--- src/rtl/lmld_pkg.sv ---
// Shared types and constants for the label match line direction block.
// No dependencies.
`timescale 1ns / 1ps
package lmld_pkg;
    localparam int TABLE_DEPTH = 64;
    localparam int IDX_W = (TABLE_DEPTH > 1) ? $clog2(TABLE_DEPTH) : 1;
    localparam int CNT_W = $clog2(TABLE_DEPTH + 1);

    localparam logic [1:0] REQ_LOAD  = 2'd0;
    localparam logic [1:0] REQ_QUERY = 2'd1;
    localparam logic [1:0] REQ_CLEAR = 2'd2;

    typedef struct packed {
        logic        start;
        logic [14:0] a;
        logic [31:0] s;
    } t_ucmd;
endpackage

--- src/rtl/lmld_unit.sv ---
// Bit-serial unit component: largest q with (2q-1)^2*s <= a^2*2^30.
// Each bit is found in two phases: square, then scale by s. Depends on lmld_pkg.
`timescale 1ns / 1ps
module lmld_unit import lmld_pkg::*; (
    input  logic        i_clk,
    input  logic        i_rst_n,
    input  t_ucmd       i_cmd,
    output logic        o_done,
    output logic [14:0] o_q
);
    logic [3:0]  r_bit;
    logic        r_busy, r_ph;
    logic [14:0] r_q;
    logic [29:0] r_a2;
    logic [31:0] r_s;
    logic [31:0] r_o2;
    logic [14:0] w_t;
    logic [15:0] w_o;
    logic [63:0] w_lhs;
    logic [63:0] w_rhs;

    assign w_t   = r_q | (15'd1 << r_bit);
    assign w_o   = {w_t, 1'b0} - 16'd1;
    assign w_lhs = {32'd0, r_o2} * {32'd0, r_s};
    assign w_rhs = {4'd0, r_a2, 30'd0};

    always_ff @(posedge i_clk) begin
        if (!i_rst_n) begin
            r_busy <= 1'b0;
            o_done <= 1'b0;
        end else if (i_cmd.start) begin
            r_busy <= 1'b1;
            r_ph   <= 1'b0;
            r_bit  <= 4'd14;
            r_q    <= '0;
            r_a2   <= i_cmd.a * i_cmd.a;
            r_s    <= i_cmd.s;
            o_done <= 1'b0;
        end else if (r_busy) begin
            if (!r_ph) begin
                r_o2   <= w_o * w_o;
                r_ph   <= 1'b1;
                o_done <= 1'b0;
            end else begin
                r_ph <= 1'b0;
                if (w_lhs <= w_rhs) r_q <= w_t;
                if (r_bit == 4'd0) begin
                    r_busy <= 1'b0;
                    o_done <= 1'b1;
                end else begin
                    r_bit  <= r_bit - 4'd1;
                    o_done <= 1'b0;
                end
            end
        end else begin
            o_done <= 1'b0;
        end
    end
    assign o_q = r_q;
endmodule

--- config.mk ---
export PLATFORM = sky130hd
export DESIGN_NAME = lmld_unit
export DESIGN_NICKNAME = d
export VERILOG_FILES = /design/src/rtl/lmld_pkg.sv /design/src/rtl/lmld_unit.sv
export SDC_FILE = /design/constraint.sdc
export NUM_CORES = 2
export LEC_CHECK = 0
export ABC_AREA = 1
export ABC_CLOCK_PERIOD_IN_PS = 24100
export BUFFER_PORTS_ARGS = -buffer_cell sky130_fd_sc_hd__buf_2
export CORE_AREA = 2 2 336 338
export CTS_CLUSTER_DIAMETER = 120
export CTS_CLUSTER_SIZE = 28
export DETAILED_ROUTE_END_ITERATION = 16
export DIE_AREA = 0 0 338 340
export SLEW_MARGIN = 20
export SYNTH_ARGS = -nofsm -noshare
export SYNTH_HDL_FRONTEND = slang
export SYNTH_SLANG_ARGS = --single-unit
export TNS_END_PERCENT = 20
--- constraint.sdc ---
create_clock -name i_clk -period 24.1 [get_ports i_clk]
set_clock_uncertainty 0.1 [all_clocks]
set_input_delay 4.82 -clock i_clk [delete_from_list [all_inputs] [get_ports i_clk]]
set_output_delay 4.82 -clock i_clk [all_outputs]
set_load 0.02 [all_outputs]
# After elaboration in Yosys (flattened, before gate mapping)
# Index checks and enable logic that the tools add are counted.
[totals] reg_bits=116 elab_cells=44 input_bits=50
[op_classes] n_lt_le_gt_ge=1 bitwise=5 n_reduce_logical=10 multipliers=3 shifts=1 addsub=2 eq_ne=1 mux=13
[op_table] op="64-bit by 60-bit less-or-equal comparator with 1-bit output" count=1
[op_table] op="32-bit by 32-bit multiplier with 64-bit output" count=1
[op_table] op="15-bit 2-to-1 mux" count=3
[op_table] op="16-bit by 16-bit multiplier with 32-bit output" count=1
[op_table] op="15-bit by 15-bit multiplier with 30-bit output" count=1
[op_table] op="16-bit by 1-bit subtractor with 16-bit output, second input constant" count=1
[op_table] op="15-bit OR" count=1
[op_table] op="1-bit by 4-bit left shift with 15-bit output, first input constant" count=1
[op_table] op="4-bit 2-to-1 mux" count=3
[op_table] op="4-bit AND reduction" count=3
[op_table] op="1-bit 2-to-1 mux" count=7
[op_table] op="2-bit nonzero test" count=3
[op_table] op="4-bit logical NOT" count=1
[op_table] op="1-bit NOT" count=4
[op_table] op="2-bit AND reduction" count=2
[op_table] op="4-bit OR reduction" count=1
[op_table] op="4-bit by 1-bit subtractor with 4-bit output, second input constant" count=1
[op_table] op="2-bit != test, second input constant" count=1

# Depth between registers and ports, before layout
[depth] word_depth=5 depth_mapped=48 mapped_depth_nobuf=47

# Least setup slack after synthesis
# Ideal clock, no wire load.
[synth_path] kind="input to register" start="input port i_cmd[44] in the netlist's numbering" end="register r_a2[26] (data pin)" arrival_ns=9.836 cell_stages=22 setup_time_ns=0.260 slack_ns=13.904 cell_sequence="clkbuf_1 -> clkbuf_1 -> nand2_1 -> fa_1 -> inv_1 -> fa_1 -> fa_1 -> inv_1 -> fa_1 -> inv_1 -> fa_1 -> fa_1 -> ha_1 -> nand2_1 -> nor4_1 -> nand4_1 -> nand3_1 -> nand3_1 -> nand2_1 -> nand3_1 -> nand2_1 -> xor2_1"
[synth_between] elab_chain_cells=1
[synth_rtl] item="start, declared" line="lmld_unit.sv:7" source="input t_ucmd i_cmd,"
[synth_rtl] item="15-bit by 15-bit multiplier with 30-bit output" line="lmld_unit.sv:36" source="r_a2 <= i_cmd.a * i_cmd.a;"
[synth_rtl] item="end signal, assigned" line="lmld_unit.sv:36"
[synth_rtl] item="end, declared" line="lmld_unit.sv:14" source="logic [29:0] r_a2;"
# No other way between the ends.
# A chain may end at the register's enable or synchronous reset.

# Worst setup path in the final report
[layout_path] start="input port i_cmd[40] in the netlist's numbering" end="register r_a2[19] (data pin)"
# The elaborated chain is that of the path after synthesis.

==> run metrics <==
Mapped Area=~0.050 mm^2; status=completed; WS Path Type=in -> reg; Iter 0 DRT Violations=around 1.7k; Avg WL per Cell=approximately 16 um; Max Clk Rate=~97 MHz; Avg Inst Size Synth=~8.4 um^2; total track usage=0.227; #FFs+latches synth=approximately 110; CTS Buf Count=9; Least-Margin Pin Slew=between 0.9 and 1 ns; Yosys top cell by area=fa_1; Clock Path Buffers=2; Slew headroom=0.394; antenna violations before repair=0; post-synthesis sequential area ratio=0.0670; First-pass DRT Iterations=7; async set-reset flop share out of synthesis=0; dominant synthesized flop cell=edfxtp_1; FF-to-FF setup slack=roughly 14 ns; ANT nets after route=0; die footprint=around 0.11 mm^2; Vias=roughly 37k; CP endpoint kind=flip-flop; HPWL Detailed=slightly above 100,000 um; Final Instance Area=between 0.05 and 0.06 mm^2; Yosys cell types=49; Area contributors post-synth=fa_1, inv_1, ha_1; CP Max Fanout=15; core area=0.112 mm^2; clock sinks=roughly 110; largest net degree at the start of global routing=between 40 and 50; Initial Util=0.447; Final Hold Fails=0; CTS clock-pin slew for the worst setup and hold paths=0.11 ns; CTS tree=built; synthesis-to-layout area growth=4.54%; Setup-failing EPs final=0; crit path DAT=roughly 10 ns; Top Ports=66; Die Span Y=340 um; Syn. warnings=0; Setup Total Neg Slack=0 ns; synth cell count leaders=inv_1, nand2_1, fa_1; Area after DPL=0.0518 mm^2; Die Wd=roughly 340 um; top-area cell type share of the netlist area=0.465; Hold-fix buffers, CTS=0; post-cts sizing count=0; hold crit path type=reg -> reg; crit path time final=10.33 ns; MaxCap Viol Count=0; Final Max Slew Viols=0; n_diodes=0; std cell rows=between 100 and 150; postcts setup bufs=0; clk_lat worst skew=roughly 0.47 ns; period utilization=0.429; Post-synth EDFFs=110; global placer's final weighted congestion=about 0.93; Residual DRC=0; CTS Root Cell=clkbuf_16; Synth Instances=approximately 6.0k; total global routing overflow=0; drt total wl=122,000 um; first-pass GRT wire length=~210,000 um; unrepaired setup endpoints after global routing=false; number of global-route vias before repair=40.3k; # port buffers=65; Final nets=between 7k and 8k; Worst EP required=approximately 24 ns; share of cells above drive strength 1=0.0317; startpoint types=input pin; H-tree levels=3; vias per cell=between 4 and 5; most common cell in the netlist=inv_1
final cells by class:
class,count,area [um^2]
inverter,1638,6150
clock inverter,7,93.8
clock buffer,9,225
fill,11076,59400
timing repair buffer,133,836
tap,1500,1880
multi-input combinational,4026,39600
sequential,112,3340
per-layer routing:
| layer | wire length, um | track usage | vias to the layer above | share of wire |
|---|---|---|---|---|
| met2 | 60800 | 0.394 | 742 | 0.50 |
| met5 | 0 | 0 | - | 0 |
| met4 | 1440 | 0.0361 | 0 | 0.012 |
| met3 | 5070 | 0.0241 | 96 | 0.042 |
| met1 | 54200 | 0.312 | 18829 | 0.45 |
| li1 | - | - | 17064 | - |
state kept, by name, indices dropped and copies added (netlist names):
name,count
o_done,1
r_bit,4
r_a2,29
r_busy,1
r_o2,29
r_s,32
o_q,15
r_ph,1
placed cells by master, fill, tap and decap left out, types with 11 or more instances in the layout:
cell      instances
fa_1           1160
nand2_1        1549
conb_1           26
xor2_1           73
xnor2_1          34
inv_2            11
nand3_1         105
o21bai_1         17
nand4_1          17
a21oi_1         156
inv_1          1624
edfxtp_1        110
buf_4            68
ha_1            485
nor2_1          255
buf_2            65
o21ai_0          58
a31oi_1          13
critical path: stages:
cell	delay (ns)
buf_2	0.23
nand2_1	0.10
inv_1	0.08
fa_1	0.53
inv_1	0.05
fa_1	0.53
inv_1	0.05
fa_1	0.50
inv_1	0.06
fa_1	0.48
fa_1	0.50
inv_1	0.05
fa_1	0.43
ha_1	0.36
nand2_1	0.08
o21ai_0	0.31
a21oi_1	0.11
o21ai_0	0.42
inv_1	0.11
o21ai_0	0.32
a21oi_1	0.13
xnor2_1	0.14
worst paths after layout:
path              startpoint       end  cells past startpoint
setup / recovery   i_cmd[40]  r_a2[19]                     22
hold / removal        r_busy    o_done                      2
setup reg to reg    r_o2[21]    o_q[1]                     40
hold reg to reg       r_busy    o_done                      2
metrics by stage:
stage | std cells | setup slack [ns] | utilization | hold slack, ns
2_1_floorplan | 5995 | 13.90 | - | 0.363
3_3_place_gp | 7409 | 13.39 | 0.465 | 0.406
3_5_place_dp | 7409 | 13.34 | 0.465 | 0.399
4_1_cts | 7425 | 13.85 | 0.467 | 0.417
5_1_grt | 7425 | 13.43 | 0.467 | 0.468
6_report | 7425 | 13.77 | 0.467 | 0.407
logic make-up after synthesis:
group / after synthesis / synth area share
AND/OR/NAND/NOR: 1972 / 0.156
AO/OA/AOI/OAI: 275 / 0.0304
buffers and inverters: 1857 / 0.141
other: 2 / 0.000151
flip-flops: 112 / 0.0670
XOR/XNOR: 108 / 0.0193
adder cells (fa/ha/maj): 1645 / 0.587
Power is left out: the tool's default activity adds up to more than one toggle a clock period on the data nets, which glitch-free logic cannot reach.
